==> src/rtl/ms_pkg.sv <==
// ----------------------------------------------------------------------------
// ms_pkg: shared types and constants of the merge sorter
// Element width, the link carried between neighboring sort cells and the
// control word broadcast to every cell of the chain.
// ----------------------------------------------------------------------------
`default_nettype none

package ms_pkg;

  // Width of one element, two's complement.
  localparam int unsigned DataW = 32;

  // What one cell shows its neighbors.
  typedef struct packed {
    logic                    valid;   // cell holds an element
    logic                    ahead;   // incoming element sorts ahead of this cell
    logic signed [DataW-1:0] value;   // stored element
  } link_t;

  // Control word broadcast to all cells.
  typedef struct packed {
    logic insert;  // place the broadcast element into the sorted row
    logic shift;   // move every element one cell toward the output
  } ctrl_t;

endpackage

`default_nettype wire

==> src/rtl/ms_cell.sv <==
// ----------------------------------------------------------------------------
// ms_cell: one cell of the sorting chain
// Holds one element. On insert it compares the broadcast element against its
// own and either keeps its value, takes the element, or takes the value of
// its left neighbor. On shift it takes the value of its right neighbor.
// ----------------------------------------------------------------------------
`default_nettype none

module ms_cell (
  input  wire                                  clk_i,
  input  wire                                  rst_ni,
  input  wire ms_pkg::ctrl_t                   ctrl_i,
  input  wire logic signed [ms_pkg::DataW-1:0] elem_i,
  input  wire ms_pkg::link_t                   left_i,
  input  wire ms_pkg::link_t                   right_i,
  output ms_pkg::link_t                        link_o
);

  logic                            valid_q, valid_d;
  logic signed [ms_pkg::DataW-1:0] value_q, value_d;
  logic                            ahead;

  // An empty cell counts as larger than anything. Strict compare keeps equal
  // elements in arrival order.
  assign ahead = !valid_q || (elem_i < value_q);

  // Next value of the cell.
  always_comb begin
    valid_d = valid_q;
    value_d = value_q;
    if (ctrl_i.insert && ahead) begin
      if (left_i.ahead) begin
        valid_d = left_i.valid;
        value_d = left_i.value;
      end else begin
        valid_d = 1'b1;
        value_d = elem_i;
      end
    end else if (ctrl_i.shift) begin
      valid_d = right_i.valid;
      value_d = right_i.value;
    end
  end

  // Occupancy bit.
  always_ff @(posedge clk_i or negedge rst_ni) begin
    if (!rst_ni) begin
      valid_q <= 1'b0;
    end else begin
      valid_q <= valid_d;
    end
  end

  // Element register.
  always_ff @(posedge clk_i) begin
    value_q <= value_d;
  end

  assign link_o.valid = valid_q;
  assign link_o.ahead = ahead;
  assign link_o.value = value_q;

endmodule

`default_nettype wire

==> config.mk <==
export PLATFORM = sky130hd
export DESIGN_NAME = ms_cell
export DESIGN_NICKNAME = d
export VERILOG_FILES = /design/src/rtl/ms_pkg.sv /design/src/rtl/ms_cell.sv
export SDC_FILE = /design/constraint.sdc
export NUM_CORES = 1
export LEC_CHECK = 0
export BUFFER_PORTS_ARGS = -buffer_cell sky130_fd_sc_hd__buf_2
export CELL_PAD_IN_SITES_DETAIL_PLACEMENT = 0
export CELL_PAD_IN_SITES_GLOBAL_PLACEMENT = 1
export CORE_ASPECT_RATIO = 2
export CORE_MARGIN = 3
export CORE_UTILIZATION = 35
export CTS_CLUSTER_DIAMETER = 100
export CTS_CLUSTER_SIZE = 30
export DETAILED_ROUTE_END_ITERATION = 10
export PLACE_DENSITY = 0.81
export SYNTH_ARGS = -nofsm -noshare
export SYNTH_HDL_FRONTEND = slang
export SYNTH_SLANG_ARGS = --single-unit
==> constraint.sdc <==
create_clock -name clk_i -period 6 [get_ports clk_i]
set_input_delay 1.8 -clock clk_i [delete_from_list [all_inputs] [get_ports clk_i]]
set_output_delay 1.8 -clock clk_i [all_outputs]
set_load 0.02 [all_outputs]
==> run_results.csv, run 1 <==
group,metric,value,unit
sta,min_period,5.57,ns
final_layout,layout-drive-gt1-share,0.580,
synth,synth_area,2780,um2
synth,synth-main-ff-cell,"edfxtp_1",
setup_path,startpoint_type,"input pin",
clock_tree,cts_tree,"done",
floorplanning,die_width,69.0,um
synth,synth-adder-area-share,0.139,
clock_tree,holdBufCountCts,0,
grt,grt_pass1_wl,11.3,mm
hold_path,min_path_type,"reg2reg",
synth,ys_types,30,
synth,syn_inst,232,
setup_path,crit_type,"in2out",
clock_tree,cts-resized-gates,0,
synth,synth_area_per_cell,12.0,um2
final_layout,nFillCells,764,
floorplanning,dieHeight,132,um
pwr,total_power,1.43,mW
setup_path,worstPathMaxFanout,6,
final_layout,final_common_cell,"buf_2",
placed_design,port_buffers,136,
placed_design,place_area,3530,um2
final_layout,final_area,3680,um2
setup_path,arrival,3.77,ns
synth,synth-simple-area-share,0.0589,
final_layout,area_growth_syn_to_layout,32.3,%
sta,fin_crit_sh,0.929,
grt,track_usage,0.156,
clock_tree,cts_buffers,5,
clock_tree,clock_path_buffers,2,
floorplanning,coreArea,7660,um2
final_layout,fin_cells,463,
synth,ys_ff_latch,33,
sta,timing.hold.ws,0.679,ns
detailed_routing,viasPerCell,4.82,
setup_path,required,4.20,ns
final_layout,multi_input_area,1600,um2
final_layout,diodes,0,
grt,antenna_found_initial,0,
clock_tree,htreeDepth,2,
grt,globalRouteMet3Util,0.0321,
grt,overflow,0,
sta,finalSetupViolations,0,
grt,grtUsageMet2,0.319,
final_layout,final_cell_mix,"buf_2, mux2_2, inv_1",
placed_design,numPlacedInstances,455,
detailed_routing,route.detailed.drc,0,
grt,grt_max_degree,34,
final_layout,finalNetCount,503,
final_layout,register_area,986,um2
setup_path,r2r_slack,2.50,ns
pwr,vdd_drop_max,0.000193,V
detailed_routing,routedWlPerCell,14.8,um
sta,finalMaxSlewViolations,0,
detailed_routing,vias,2233,
placed_design,dpl.hpwl,5.66,mm
synth,synth_compound_area_frac,0.0715,
sta,fin_skew,0.00433,ns
run,maxCapViolCount,0,
pwr,p_per_area,389,nW/um2
outcome,outcome,"finished, final reports clean",
floorplanning,dieArea,9120,um2
clock_tree,cts_post_setup_buffers_inserted,0,
synth,synth_top_family_by_area,"multiplexers",
synth,synth_xor_area_frac,0,
floorplanning,start_util,0.363,
floorplanning,io_pins,138,
synth,ys_seq_area_frac,0.354,
clock_tree,clk_latency,0.28,ns
grt,grtUsageMet1,0.144,
synth,synthMuxAreaShare,0.304,
sta,setup_tns,0,ns
sta,worst_pin_slew,0.873,ns
detailed_routing,first_pass_iters,4,
grt,gr-max-usage-layer,"met2",
sta,fmax,0.179,GHz
placed_design,pre_cts_slack,0.411,ns
clock_tree,root_buffer,"clkbuf_16",
final_layout,post-route-util,0.480,
setup_path,end_kind,"primary output",
sta,layout_setup_ws,0.427,ns
sta,rsz0062_at_grt,"no",
detailed_routing,drtIter0Drc,55,
detailed_routing,wl,6.86,mm
pwr,cellLeakagePower,1.85,nW
synth,ys_warn_count,0,
grt,grt_pass1_vias,2423,
placed_design,gp_congestion,0.763,
synth,async_flop_share,0.0303,
floorplanning,fp-row-count,45,
sta,hold_violations,0,
sta,max_slew_margin,0.416,
clock_tree,clock_sinks,33,
synth,synth_edf_count,32,
detailed_routing,postRouteAntennaNets,0,
synth,synthesis.nets,367,
clock_tree,clk_pin_slew,0.05,ns
[final cells by class]
type / count / share of cell area
Sequential cell: 33 / 0.268
Clock buffer: 8 / 0.0398
Multi-Input combinational cell: 157 / 0.434
Tap cell: 94 / 0.0320
Inverter: 33 / 0.0337
Timing Repair Buffer: 138 / 0.193
[cell families (layout without fill, tap and decap cells)]
logic type | count (synthesis) | in the layout
buffers and inverters | 42 | 179
multiplexers | 66 | 66
adder cells (fa/ha/maj) | 31 | 31
flip-flops | 33 | 33
AND/OR/NAND/NOR | 31 | 31
AO/OA/AOI/OAI | 29 | 29
[critical path: stages]
cell and delay, ns:
buf_2 0.11, ha_1 0.38, nand4_1 0.23, nor4_2 0.47, nand2_1 0.11, o22ai_2 0.29, nor3_1 0.07, o21ai_0 0.13
buf_2 0.19
[cell usage after synthesis, types with 2 or more instances]
library cell,instances,share of area
mux2_2,36,0.15
inv_1,33,0.045
edfxtp_1,32,0.35
ha_1,31,0.14
mux2_4,28,0.15
a21oi_1,14,0.025
nand2_1,14,0.019
o21ai_0,8,0.014
clkbuf_1,4,0.0054
nand4_1,4,0.0090
buf_8,3,0.016
nor2_1,3,0.0040
buf_4,2,0.0054
mux2i_1,2,0.0072
nand2b_1,2,0.0045
nand3_1,2,0.0036
[flip-flops by register name (all words and copies together), names as in the netlist]
| register | cells |
|---|---|
| value_q | 32 |
| valid_q | 1 |
[power by group]
group | switching, mW | internal, mW | leakage [nW]
sequential | 0.0419 | 0.377 | 0.334
clock | 0.0936 | 0.165 | 0.0712
combinational | 0.412 | 0.340 | 1.44
[metal layers]
metal	share of wire	routed length, um	up-vias
met5	0	0	-
met4	0.017	115	0
met3	0.050	346	6
met2	0.60	4110	72
met1	0.33	2280	1041
li1	-	-	1114
[final timing paths]
path / depth (start not counted) / endpoint / start
setup / recovery: 9 / link_o[32] / elem_i[31]
min in group asynchronous: 1 / valid_q / rst_ni
setup reg to reg: 9 / value_q[21] / value_q[31]
hold / removal: 2 / valid_q / valid_q
max in group asynchronous: 1 / valid_q / rst_ni
hold reg to reg: 2 / valid_q / valid_q
Power figures use the tool's default switching activity.
==> inputs of run 2 (changes only) <==
Settings changed: MAX_ROUTING_LAYER set to met4.
==> run 2 against run 1 <==
  * Wire length about the same
  * Critical endpoint unchanged
  * Global-route usage is 0.45 points higher
  * Worst hold slack did not move
  * Register-to-register slack about the same
  * Critical path depth unchanged
  * Sequential cell count unchanged
  * Core utilization unchanged
  * Worst setup slack did not move
==> run_results.csv, run 2 (synthesized netlist as in run 1, its figures left out) <==
group,metric,value,unit
clock_tree,cts_buffers,5,
hold_path,hold_depth,2,
clock_tree,cts_tree,"done",
setup_path,cp.buffers_inverters,2,
sta,setup_tns,0,ns
final_layout,final_cell_mix,"buf_2, mux2_2, inv_1",
detailed_routing,viasPerCell,4.82,
sta,hold_violations,0,
floorplanning,dieHeight,132,um
placed_design,gp_congestion,0.773,
final_layout,reg_top3,"value_q x32, valid_q x1",
pwr,power.share.clock,0.181,
detailed_routing,wl_met3,319,um
clock_tree,clock_path_buffers,2,
final_layout,finalNetCount,503,
placed_design,pre_cts_slack,0.411,ns
clock_tree,clk_pin_slew,0.05,ns
run,maxCapViolCount,0,
outcome,outcome,"finished, final reports clean",
sta,finalMaxSlewViolations,0,
floorplanning,io_pins,138,
detailed_routing,dr_wl_met2,4.11,mm
sta,fin_skew,0.00450,ns
setup_path,cpMostUsedCell,"buf_2",
setup_path,cpPeakStageDelay,0.47,ns
setup_path,cp_cell_sequence,"buf_2 > ha_1 > nand4_1 > nor4_2 > nand2_1 > o22ai_2 > nor3_1 > o21ai_0 > buf_2",
detailed_routing,postRouteAntennaNets,0,
clock_tree,cts_post_setup_buffers_inserted,0,
setup_path,worstPathMaxFanout,6,
detailed_routing,routedWlPerCell,14.8,um
clock_tree,clk_latency,0.28,ns
setup_path,required,4.20,ns
pwr,p_int,0.883,mW
placed_design,dpl.hpwl,5.66,mm
detailed_routing,route.detailed.drc,0,
clock_tree,clock_sinks,33,
floorplanning,dieArea,9120,um2
pwr,switching_power,0.548,mW
sta,worst_pin_slew,0.873,ns
pwr,p_comb_frac,0.526,
sta,finalSetupViolations,0,
clock_tree,holdBufCountCts,0,
setup_path,r2r_end,"value_q[21]",
setup_path,arrival,3.77,ns
pwr,p_per_area,389,nW/um2
hold_path,hold_start,"valid_q",
sta,timing.hold.ws,0.679,ns
pwr,pwr-share-seq,0.293,
setup_path,end_kind,"primary output",
pwr,total_power,1.43,mW
sta,rsz0062_at_grt,"no",
clock_tree,cts-resized-gates,0,
pwr,cellLeakagePower,1.85,nW
detailed_routing,vias,2232,
sta,min_period,5.57,ns
setup_path,crit_type,"in2out",
sta,layout_setup_ws,0.427,ns
setup_path,crit_family,"simple AND/OR/NAND/NOR gates",
clock_tree,root_buffer,"clkbuf_16",
grt,antenna_found_initial,0,
grt,grt_pass1_vias,2423,
sta,fin_crit_sh,0.929,
hold_path,min_path_type,"reg2reg",
placed_design,port_buffers,136,
pwr,p_sw_frac,0.383,
final_layout,regMostFlops,"value_q",
detailed_routing,wl,6.86,mm
grt,track_usage,0.161,
final_layout,layout-drive-gt1-share,0.580,
grt,overflow,0,
floorplanning,start_util,0.363,
sta,fmax,0.179,GHz
detailed_routing,drt-met1-wl,2.31,mm
floorplanning,die_width,69.0,um
grt,grt_max_degree,34,
setup_path,r2r_slack,2.50,ns
pwr,vdd_drop_max,0.000192,V
floorplanning,fp-row-count,45,
final_layout,final_common_cell,"buf_2",
setup_path,reg2regPathDepth,9,
detailed_routing,routed.top_layer,"met4",
floorplanning,coreArea,7660,um2
detailed_routing,drtIter0Drc,57,
final_layout,area_growth_syn_to_layout,32.3,%
final_layout,nFillCells,764,
detailed_routing,first_pass_iters,4,
grt,grt_pass1_wl,11.3,mm
final_layout,largest_reg_flops,32,
setup_path,startpoint_type,"input pin",
final_layout,diodes,0,
clock_tree,htreeDepth,2,
sta,max_slew_margin,0.416,
setup_path,crit_slowest_cell,"nor4_2",
hold_path,min_to,"valid_q",
setup_path,r2r-start,"value_q[31]",
## run 2: cell counts in the layout (fill, tap and decap cells not counted)
No cell type changed its count.
## run 2: layout make-up
class	count	area, um2	area share
timing repair buffer	138	708	0.193
sequential	33	986	0.268
clock buffer	8	146	0.0398
inverter	33	124	0.0337
multi-input combinational	157	1600	0.434
tap	94	118	0.0320
## run 2: worst max path at each step
stage / cells after the start / from / to
2_1_floorplan: 8 / elem_i[31] / link_o[32]
3_3_place_gp: 9 / elem_i[31] / link_o[32]
3_5_place_dp: 9 / elem_i[31] / link_o[32]
4_1_cts: 9 / elem_i[31] / link_o[32]
5_1_grt: 9 / elem_i[31] / link_o[32]
6_report: 9 / elem_i[31] / link_o[32]
## run 2: metal layers
metal | global-route usage | vias up
li1 | - | 1114
met1 | 0.146 | 1040
met2 | 0.319 | 72
met3 | 0.0290 | 6
met4 | 0.0598 | 0
met5 | - | -
## run 2: power groups by stage
stage               combinational (mW)  sequential [mW]  clock (mW)
finish                           0.753            0.419       0.259
detailed placement               0.769            0.424           0
global placement                 0.757            0.421           0
CTS                              0.771            0.421       0.271
global route                     0.832            0.433       0.279
floorplan                        0.462            0.532           0
## run 2: metrics by stage
stage	std cells	cell area, um2	util
finish	463	3680	0.480
global route	463	3680	0.480
CTS	463	3680	0.480
detailed placement	455	3530	0.461
global placement	455	3530	0.461
floorplan	232	2780	-
## run 2: worst reg2reg max path: cells and delay by family (launching register included)
kind / cells / cell delay, ns
AOI/OAI and AO/OA: 2 / 1.12
DFF: 1 / 0.34
adders and majority gates: 1 / 0.35
muxes: 1 / 0.38
and+or+nand+nor: 3 / 0.51
buffers and inverters: 2 / 0.56
